`config.mk`:
```
export PLATFORM = sky130hd
export DESIGN_NAME = rsat_queue
export DESIGN_NICKNAME = d
export VERILOG_FILES = /design/src/hw/rtl/range_sum_point_add_tree_top_defines.svh /design/src/hw/rtl/rsat_pkg.sv /design/src/hw/rtl/rsat_queue.sv
export SDC_FILE = /design/constraint.sdc
export NUM_CORES = 1
export LEC_CHECK = 0
export ABC_AREA = 1
export BUFFER_PORTS_ARGS = -buffer_cell sky130_fd_sc_hd__buf_2
export CAP_MARGIN = 15
export CORE_UTILIZATION = 52
export DETAILED_ROUTE_END_ITERATION = 16
export PLACE_DENSITY = 0.79
export SYNTH_ARGS = -nofsm -noshare
export SYNTH_HDL_FRONTEND = slang
export SYNTH_SLANG_ARGS = --single-unit
```
`constraint.sdc`:
```
create_clock -name clk -period 7.1 [get_ports clk]
set_input_delay 1.065 -clock clk [delete_from_list [all_inputs] [get_ports clk]]
set_output_delay 1.065 -clock clk [all_outputs]
set_load 0.01 [all_outputs]
```
`src/hw/rtl/range_sum_point_add_tree_top_defines.svh`:
```
// ----------------------------------------------------------------------------
// Range sum tree assertion macros
// Shared assertion forms for the range sum tree.
// ----------------------------------------------------------------------------
`ifndef RANGE_SUM_POINT_ADD_TREE_TOP_DEFINES_SVH
`define RANGE_SUM_POINT_ADD_TREE_TOP_DEFINES_SVH

// The consequent holds in the same cycle as the antecedent.
`define RSAT_ASSERT_NOW(lbl, clk, rst, ante, cons, msg) \
  lbl: assert property (@(posedge clk) disable iff (rst) (ante) |-> (cons)) else $error(msg);

// The consequent holds in the cycle after the antecedent.
`define RSAT_ASSERT_NEXT(lbl, clk, rst, ante, cons, msg) \
  lbl: assert property (@(posedge clk) disable iff (rst) (ante) |=> (cons)) else $error(msg);

`endif

```
`src/hw/rtl/rsat_pkg.sv`:
```
// ----------------------------------------------------------------------------
// Range sum tree package
// Widths, defaults and the command record passed from front to back.
// ----------------------------------------------------------------------------
package rsat_pkg;

  localparam int LEAVES_DEF = 1024;
  localparam int LEN_W      = 11;
  localparam int POS_W      = 10;
  localparam int VAL_W      = 64;
  localparam int DATA_W     = 96;

  localparam logic OP_ADD   = 1'b0;
  localparam logic OP_QUERY = 1'b1;

  typedef struct packed {
    logic             op;
    logic             err;
    logic [POS_W-1:0] pos;
    logic [VAL_W-1:0] val;
    logic [POS_W-1:0] lft;
    logic [LEN_W-1:0] rgt;
  } cmd_t;

  typedef struct packed {
    logic init_done;
    logic busy;
  } back_stat_t;

endpackage

```
`src/hw/rtl/rsat_queue.sv`:
```
// ----------------------------------------------------------------------------
// Range sum tree command queue
// Two-entry queue between the front end and the tree engine.
// ----------------------------------------------------------------------------
module rsat_queue (
  input  logic           clk,
  input  logic           rst,
  input  logic           push,
  input  rsat_pkg::cmd_t push_cmd,
  output logic           full,
  input  logic           pop,
  output logic           cmd_valid,
  output rsat_pkg::cmd_t cmd
);

  rsat_pkg::cmd_t slots [2];
  logic       wr_ptr;
  logic       rd_ptr;
  logic [1:0] count;

  assign full      = count == 2'd2;
  assign cmd_valid = count != 2'd0;
  assign cmd       = slots[rd_ptr];

  always_ff @(posedge clk) begin
    if (push) begin
      slots[wr_ptr] <= push_cmd;
    end
  end

  always_ff @(posedge clk) begin
    if (rst) begin
      wr_ptr <= 1'b0;
      rd_ptr <= 1'b0;
      count  <= 2'd0;
    end else begin
      if (push) begin
        wr_ptr <= !wr_ptr;
      end
      if (pop) begin
        rd_ptr <= !rd_ptr;
      end
      count <= count + 2'(push) - 2'(pop);
    end
  end

endmodule

```
==> flow_summary_export.csv <==
group,metric,value,unit
yosys,postSynthCellCount,333,
placed_design,placed_cell_area,8510,sq um
sta,tns,0,ns
die,pin_count,200,
grt,overflow,0,
route,ant_nets,0,
route,via_per_inst,4.99,
critical_path,cp.arrival,2.56,ns
die,core,13800,sq um
grt,grt_pass1_vias,3720,
power,power.density,279,nW/um^2
grt,grt_antenna_before_repair,2,
critical_path,cp_cell_sequence,"buf_4, mux2_2, buf_2",
sta,slew_viol_final,0,
grt,grt_pass1_wl,18.6,mm
critical_path,crit_path_max_fanout,59,
yosys,syn_area,7340,sq um
die,die_height,121,um
critical_path,critPathTopFamily,"buffers and inverters",
sta,period_minus_slack,3.62,ns
cells_and_area,fin_area,9050,sq um
critical_path,path_class,"register to output port",
critical_path,endpoint_kind,"output port",
yosys,synth_cell_types,14,
grt,grt_usage,0.176,
die,dieArea,14600,sq um
yosys,yosys.area.top_type,"edfxtp_1",
cells_and_area,final_common_cell,"buf_2",
route,via_count,3680,
sta,fin_skew,0.00577,ns
clocking,clkTransAtPathRegs,0.06,ns
job,drv_cap,0,
sta,final_hold_viol_count,0,
worst_hold_path,hold_class,"register to register",
route,drc,0,
yosys,yosysTopAreaCellShare,0.794,
yosys,ys_seq_area_frac,0.807,
sta,finalSetupViolCount,0,
die,initial_core_util,0.531,
cells_and_area,layout_common_cells,"buf_2 (199), edfxtp_1 (194), mux2_2 (67)",
critical_path,worst-path-buf-inv,2,
clocking,clock-sinks,199,
cells_and_area,drive_gt1_frac,0.592,
critical_path,start_kind,"register",
die,die_x,121,um
placed_design,dp_hpwl,8.19,mm
yosys,yosys_warnings,0,
cells_and_area,nets,646,
clocking,post_cts_buffers,0,
power,power.static_leakage,0.00348,uW
yosys,avgSynthCellArea,22.0,sq um
route,drt-initial-drc-count,194,
route,wirelength,12.6,mm
clocking,clkLatencyLatePin,0.43,ns
cells_and_area,area_delta_synth_final,23.4,%
placed_design,gp_congestion,0.721,
yosys,synth-seq-cells,199,
route,avgRoutedWirePerCell,17.1,um
sta,worstMarginPinSlew,0.944,ns
die,rows,43,
sta,fmaxAchievable,0.276,GHz
sta,rsz0062_at_grt,"no",
critical_path,cp_slowest_cell,"buf_4",
clocking,postCtsHoldBufs,0,
outcome,status,"complete, no violations",
power,ir_drop,0.162,mV
clocking,htreeDepth,4,
clocking,clock_path_buffers,2,
clocking,cts_made_buffers,17,
critical_path,slowest_delay,0.75,ns
yosys,synth_nets,436,
critical_path,worstPathRequired,6.03,ns
clocking,cts_tree,"done",
clocking,ctsResizeCount,0,
clocking,cts_root_buf,"clkbuf_16",
placed_design,io_buffers,199,
power,power,2530,uW
grt,grt_max_degree,67,
route,first_pass_iters,4,
yosys,synthTopCellsByArea,"edfxtp_1 (79%), mux2_2 (10%), mux2_4 (6.1%), dfxtp_1 (1.4%), buf_6 (0.77%)",
sta,slew_headroom,0.369,
sta,period_share,0.510,
[metal layers]
metal / up-vias / part of all wire / GRT usage / routed length (um)
li1: 1728 / - / - / -
met3: 24 / 0.075 / 0.0642 / 950
met5: - / 0.0010 / 0 / 13
met4: 2 / 0.022 / 0.0833 / 283
met1: 1778 / 0.41 / 0.210 / 5160
met2: 148 / 0.49 / 0.285 / 6180
[registers in the layout, summed over array words and instances, names as in the netlist, named ones only]
| register | count |
|---|---|
| wr_ptr | 1 |
| slots | 194 |
| count | 2 |
| rd_ptr | 1 |
[per-stage QoR]
stage / utilization / cells / hold slack (ns) / setup slack [ns]
final: 0.655 / 737 / 0.521 / 3.48
after global routing: 0.655 / 736 / 0.582 / 3.35
after CTS: 0.655 / 736 / 0.523 / 3.42
after detailed placement: 0.616 / 704 / 0.497 / 3.82
after global placement: 0.616 / 704 / 0.495 / 3.90
after floorplan: - / 333 / 0.480 / 1.38
[worst paths after layout]
check,start,to,slack [ns],depth (start not counted)
worst max-delay path,register,cmd[52],3.48,3
worst min-delay path,rd_ptr$_SDFFE_PP0P_,register,0.52,2
worst max register to register,wr_ptr$_SDFFE_PP0P_,slots[0][43]$_DFFE_PP_,4.74,2
worst min register to register,rd_ptr$_SDFFE_PP0P_,register,0.52,2
[power by group]
part / total [uW] / switching [uW] / leakage, uW / internal, uW
Sequential: 1380 / 24.3 / 0.00186 / 1360
Combinational: 266 / 134 / 0.00136 / 132
Clock: 878 / 396 / 0.000252 / 482
[synth_stat cells]
cell and count:
a21oi_1 1, buf_2 6, buf_6 5, dfxtp_1 5, edfxtp_1 194, ha_1 2
inv_1 8, mux2_2 67, mux2_4 30, nand2_1 5, nand3_1 1, nor2_1 7
nor3_1 1, xnor2_1 1
[worst reg2reg max path, cell delays in order (launching register included)]
cell	delay (ns)
dfxtp_1	0.35
nor2_4	0.75
buf_4	0.82
[area by class of cell]
class,instances,area [sq um]
Timing Repair Buffer,202,1020
Clock buffer,20,437
Antenna cell,1,2.50
Inverter,8,32.5
Tap cell,180,225
Multi-Input combinational cell,115,1310
Fill cell,948,4770
Clock inverter,12,104
Sequential cell,199,5930
[kinds of logic after synthesis]
logic type / after synthesis / synth area share
xor+xnor: 1 / 0.00119
buf+inv: 19 / 0.0159
compound gates: 1 / 0.000681
fa+ha+maj: 2 / 0.00341
simple gates: 14 / 0.00750
flops: 199 / 0.807
mux: 97 / 0.164
(Power assumes the default switching activity.)
