===== config.mk =====
export PLATFORM = sky130hd
export DESIGN_NAME = rsat_front
export DESIGN_NICKNAME = d
export VERILOG_FILES = /design/src/hw/rtl/range_sum_point_add_tree_top_defines.svh /design/src/hw/rtl/rsat_pkg.sv /design/src/hw/rtl/rsat_front.sv
export SDC_FILE = /design/constraint.sdc
export NUM_CORES = 1
export LEC_CHECK = 0
export ABC_AREA = 1
export BUFFER_PORTS_ARGS = -buffer_cell sky130_fd_sc_hd__buf_4
export CORE_MARGIN = 8
export CORE_UTILIZATION = 36
export DETAILED_ROUTE_END_ITERATION = 8
export PLACE_DENSITY = 0.82
export SLEW_MARGIN = 10
export SYNTH_ARGS = -nofsm -noshare
export SYNTH_HDL_FRONTEND = slang
export SYNTH_SLANG_ARGS = --single-unit

===== constraint.sdc =====
create_clock -name clk -period 1.6 [get_ports clk]
set_input_delay 0.16 -clock clk [delete_from_list [all_inputs] [get_ports clk]]
set_output_delay 0.16 -clock clk [all_outputs]
set_load 0.01 [all_outputs]

===== src/hw/rtl/range_sum_point_add_tree_top_defines.svh =====
// ----------------------------------------------------------------------------
// Range sum tree assertion macros
// Shared assertion forms for the range sum tree.
// ----------------------------------------------------------------------------
`ifndef RANGE_SUM_POINT_ADD_TREE_TOP_DEFINES_SVH
`define RANGE_SUM_POINT_ADD_TREE_TOP_DEFINES_SVH

// The consequent holds in the same cycle as the antecedent.
`define RSAT_ASSERT_NOW(lbl, clk, rst, ante, cons, msg) \
  lbl: assert property (@(posedge clk) disable iff (rst) (ante) |-> (cons)) else $error(msg);

// The consequent holds in the cycle after the antecedent.
`define RSAT_ASSERT_NEXT(lbl, clk, rst, ante, cons, msg) \
  lbl: assert property (@(posedge clk) disable iff (rst) (ante) |=> (cons)) else $error(msg);

`endif


===== src/hw/rtl/rsat_pkg.sv =====
// ----------------------------------------------------------------------------
// Range sum tree package
// Widths, defaults and the command record passed from front to back.
// ----------------------------------------------------------------------------
package rsat_pkg;

  localparam int LEAVES_DEF = 1024;
  localparam int LEN_W      = 11;
  localparam int POS_W      = 10;
  localparam int VAL_W      = 64;
  localparam int DATA_W     = 96;

  localparam logic OP_ADD   = 1'b0;
  localparam logic OP_QUERY = 1'b1;

  typedef struct packed {
    logic             op;
    logic             err;
    logic [POS_W-1:0] pos;
    logic [VAL_W-1:0] val;
    logic [POS_W-1:0] lft;
    logic [LEN_W-1:0] rgt;
  } cmd_t;

  typedef struct packed {
    logic init_done;
    logic busy;
  } back_stat_t;

endpackage


===== src/hw/rtl/rsat_front.sv =====
// ----------------------------------------------------------------------------
// Range sum tree front end
// Holds the length register, accepts transactions and checks their bounds.
// ----------------------------------------------------------------------------
module rsat_front #(
  parameter int Leaves = rsat_pkg::LEAVES_DEF
) (
  input  logic                     clk,
  input  logic                     rst,
  input  logic                     cfg_we,
  input  logic [rsat_pkg::LEN_W-1:0] cfg_wdata,
  input  logic                     s_tvalid,
  output logic                     s_tready,
  input  logic [rsat_pkg::DATA_W-1:0] s_tdata,
  input  logic                     s_tuser,
  input  logic                     q_full,
  input  rsat_pkg::back_stat_t     back_stat,
  output logic                     push,
  output rsat_pkg::cmd_t           push_cmd
);

  logic [rsat_pkg::LEN_W-1:0] used_length;
  logic [rsat_pkg::LEN_W-1:0] used_length_next;

  always_comb begin
    if (cfg_wdata == '0) begin
      used_length_next = rsat_pkg::LEN_W'(1);
    end else if (32'(cfg_wdata) > Leaves) begin
      used_length_next = rsat_pkg::LEN_W'(Leaves);
    end else begin
      used_length_next = cfg_wdata;
    end
  end

  always_ff @(posedge clk) begin
    if (rst) begin
      used_length <= rsat_pkg::LEN_W'(Leaves > 1024 ? 1024 : Leaves);
    end else if (cfg_we) begin
      used_length <= used_length_next;
    end
  end

  assign s_tready = !q_full && back_stat.init_done;
  assign push     = s_tvalid && s_tready;

  always_comb begin
    push_cmd.op  = s_tuser;
    push_cmd.pos = s_tdata[9:0];
    push_cmd.val = s_tdata[73:10];
    push_cmd.lft = s_tdata[83:74];
    push_cmd.rgt = s_tdata[94:84];
    if (s_tuser == rsat_pkg::OP_ADD) begin
      push_cmd.err = {1'b0, s_tdata[9:0]} >= used_length;
    end else begin
      push_cmd.err = ({1'b0, s_tdata[83:74]} >= s_tdata[94:84]) ||
                     (s_tdata[94:84] > used_length);
    end
  end

endmodule


==> summary.md <==
| Metric | Value |
|---|---|
| Fraction of the mapped netlist area in simple logic gates | `18.5%` |
| Clock latency on the worst-skew pair | `0.23 ns` |
| CP Data Required Time | `1.44 ns` |
| Post-DP HPWL | `4.16 mm` |
| Port buffer count | `83` |
| Worst-margin pin slew | `0.238 ns` |
| Area Overhead vs Synth | `8.97%` |
| Crit path from | `used_length[10]` |
| Mapped cell area | `2060 µm²` |
| Crit end category | `output pin` |
| Largest register FFs | `11` |
| CP Launch Type | `flip-flop` |
| Post-route clock period utilization | `108%` |
| Yosys reg bits | `11` |
| Largest register by flop count | `used_length` |
| Maximum vdd drop | `310 µV` |
| Critical Path Sink | `push_cmd[95]` |
| CTS root buf | `clkbuf_8` |
| Pre-CTS WS | `0.0357 ns` |
| Io pins | `214` |
| Max Fclk | `581 MHz` |
| Post-Synth Adder-Cell Area | `18.8%` |
| Post-Synthesis Cells | `311` |
| Core ar. | `5540 µm²` |
| Slew Viols, Final | `0` |
| Xor/xnor cell area share of the yosys netlist | `0%` |
| Largest net degree at the start of global routing | `14` |
| First-pass GRT wire length | `7.82 mm` |
| Die height | `91.7 µm` |
| Worst R2R Setup Slack | `0.82 ns` |
| Registers with the most flip-flops | `used_length x11` |
| Gpl congestion | `0.788` |
| Fin nets | `450` |
| Relative slew slack | `84.1%` |
| Synth Area in Compound Gates | `7.39%` |
| Synthesized area per cell | `6.64 µm²` |
| Static leakage | `1.22 nW` |
| Clock tree buffer depth | `2` |
| WL final | `4.79 mm` |
| Post-route design area | `2250 µm²` |
| Cell Rows | `27` |
| Critical path type | `reg -> out` |
| Routed via count | `1674` |
| Crit-path max FO | `3` |
| Ys Warns | `0` |
| Initial core utilization | `37.3%` |
| All-Layer GR Usage | `10.8%` |
| Post-route setup slack | `-0.122 ns` |
| H-tree levels | `1` |
| DRT Pass-1 Iters | `4` |
| Post-DRT Antenna Nets | `0` |
| Critical Path AT | `1.56 ns` |
| Sink Count | `11` |
| Post-synth cell types | `18` |
| Ratio of cells with drive above 1 in the final layout | `40.3%` |
| Drt drc | `0` |
| Setup violators final | `1` |
| Wirelength per Cell | `12.8 µm` |
| Final hold vios | `0` |
| Grt ovf | `0` |
| Total CTS buffers | `3` |
| Post-cts hold buffer count | `0` |
| Sequential area share after synthesis | `10.7%` |
| RSZ-0062 raised after global routing | `true` |
| CTS tree | `done` |
| HP Class | `in -> reg` |
| Drt via density | `4.46` |
| Iteration-0 DRC count of the detailed router | `26` |
| Largest family of logic cells by synthesized area | `buffers and inverters` |
| Width of the die | `91.7 µm` |
| Minimum clock period | `1.72 ns` |
| Post-Syn Nets | `457` |
| Initial antenna violation count | `0` |
| Reg-to-Reg End | `used_length[10]` |
| Max-Cap Viols | `0` |
| Post-synthesis mux area share | `0%` |
| Setup Skew | `0 ns` |
| Fillcell total | `591` |
| FF-to-FF Start | `used_length[10]` |
| Clock transition at path regs | `0.05 ns` |
| Status | `finished with violations` |
| PD cells | `470 nW/µm²` |
| # diodes | `0` |
| Via count of the first global-routing pass | `1743` |
| Die Area | `8410 µm²` |
| Worst R2R Path Depth | `3` |
| Failing checks | `setup timing` |
| Post-Place Cell Area | `2050 µm²` |
cell usage in the layout (no fill, tap or decap), drive strengths merged:
| cell | count |
|---|---|
| buf | 86 |
| nand2 | 55 |
| inv | 50 |
| ha | 31 |
| a21oi | 21 |
| nand3 | 17 |
| nor2 | 16 |
| dfxtp | 11 |
| clkbuf | 4 |
| o21ai | 4 |
| nand4 | 3 |
| nor3b | 1 |
| o21bai | 1 |
| nor3 | 1 |
| clkinv | 1 |
| a211o | 1 |
critical path: stages (launching register included):
cell and delay, ns:
dfxtp_2 0.34, inv_4 0.05, ha_4 0.26, nand2_2 0.05, inv_2 0.06, nand2_2 0.05, nor2_1 0.09, nand2_1 0.06
nand3_1 0.06, nand2_1 0.06, a21oi_2 0.11, buf_4 0.13
through the flow:
| stage | std cells | TNS (ns) | hold slack, ns | power, mW | util (%) |
|---|---|---|---|---|---|
| final | 375 | -0.122 | 0.168 | 1.06 | 40.6 |
| after global routing | 375 | -0.234 | 0.164 | 1.15 | 40.6 |
| after floorplan | 311 | 0 | 0.259 | 0.730 | - |
| after CTS | 375 | -0.127 | 0.165 | 1.06 | 40.4 |
| after detailed placement | 368 | 0 | 0.320 | 0.746 | 37.0 |
| after global placement | 368 | 0 | 0.320 | 0.731 | 37.0 |
report_power, final:
group	internal [mW]	total, mW	switching, mW
Sequential	0.288	0.296	0.00818
Combinational	0.250	0.489	0.239
Clock	0.174	0.272	0.0972
Total	0.712	1.06	0.344
cells by family after synthesis:
group           Yosys count
simple gates             93
fa+ha+maj                31
buf+inv                 149
flops                    11
compound gates           27
synth_stat cells:
cell type	instances	area, µm²
a21oi_1	21	105
nor3_1	1	5.00
buf_2	1	5.00
o21bai_1	1	7.51
clkbuf_1	1	3.75
buf_4	96	721
nand3_1	17	85.1
nor3b_1	1	7.51
ha_1	31	388
dfxtp_1	11	220
nand4_1	3	18.8
o21ai_4	1	16.3
inv_1	50	188
clkinv_1	1	3.75
o21ai_0	3	15.0
nor2_1	16	60.1
a211o_1	1	8.76
nand2_1	55	206
how the worst min path moves through the flow:
stage	start	to	depth (start not counted)
4_1_cts	rst	used_length[5]	2
2_1_floorplan	rst	used_length[10]	1
6_report	rst	used_length[7]	2
5_1_grt	rst	used_length[6]	2
3_3_place_gp	s_tdata[14]	push_cmd[25]	0
3_5_place_dp	s_tdata[14]	push_cmd[25]	0
layer usage:
layer	part of all wire [%]	vias to the layer above	track usage (%)
li1	-	857	-
met1	38	719	11.7
met2	50	93	19.3
met3	11	5	4.48
met4	0.61	0	2.28
met5	0	-	0
layout make-up:
cell class                      instances  area, µm²  share of cell area (%)
Multi-Input combinational cell        151       1040                    46.4
Tap cell                               72       90.1                    4.00
Sequential cell                        11        230                    10.2
Timing Repair Buffer                   86        646                    28.7
Clock buffer                            4       45.0                    2.00
Inverter                               51        194                    8.62
what timing repair did:
action	in CTS	in global routing
endpoints found under the hold margin	0	0
buffers inserted	3	0
pin swaps	7	1
gates resized for setup	30	6
setup endpoints to repair	1	1
Power figures use the tool's default switching activity.
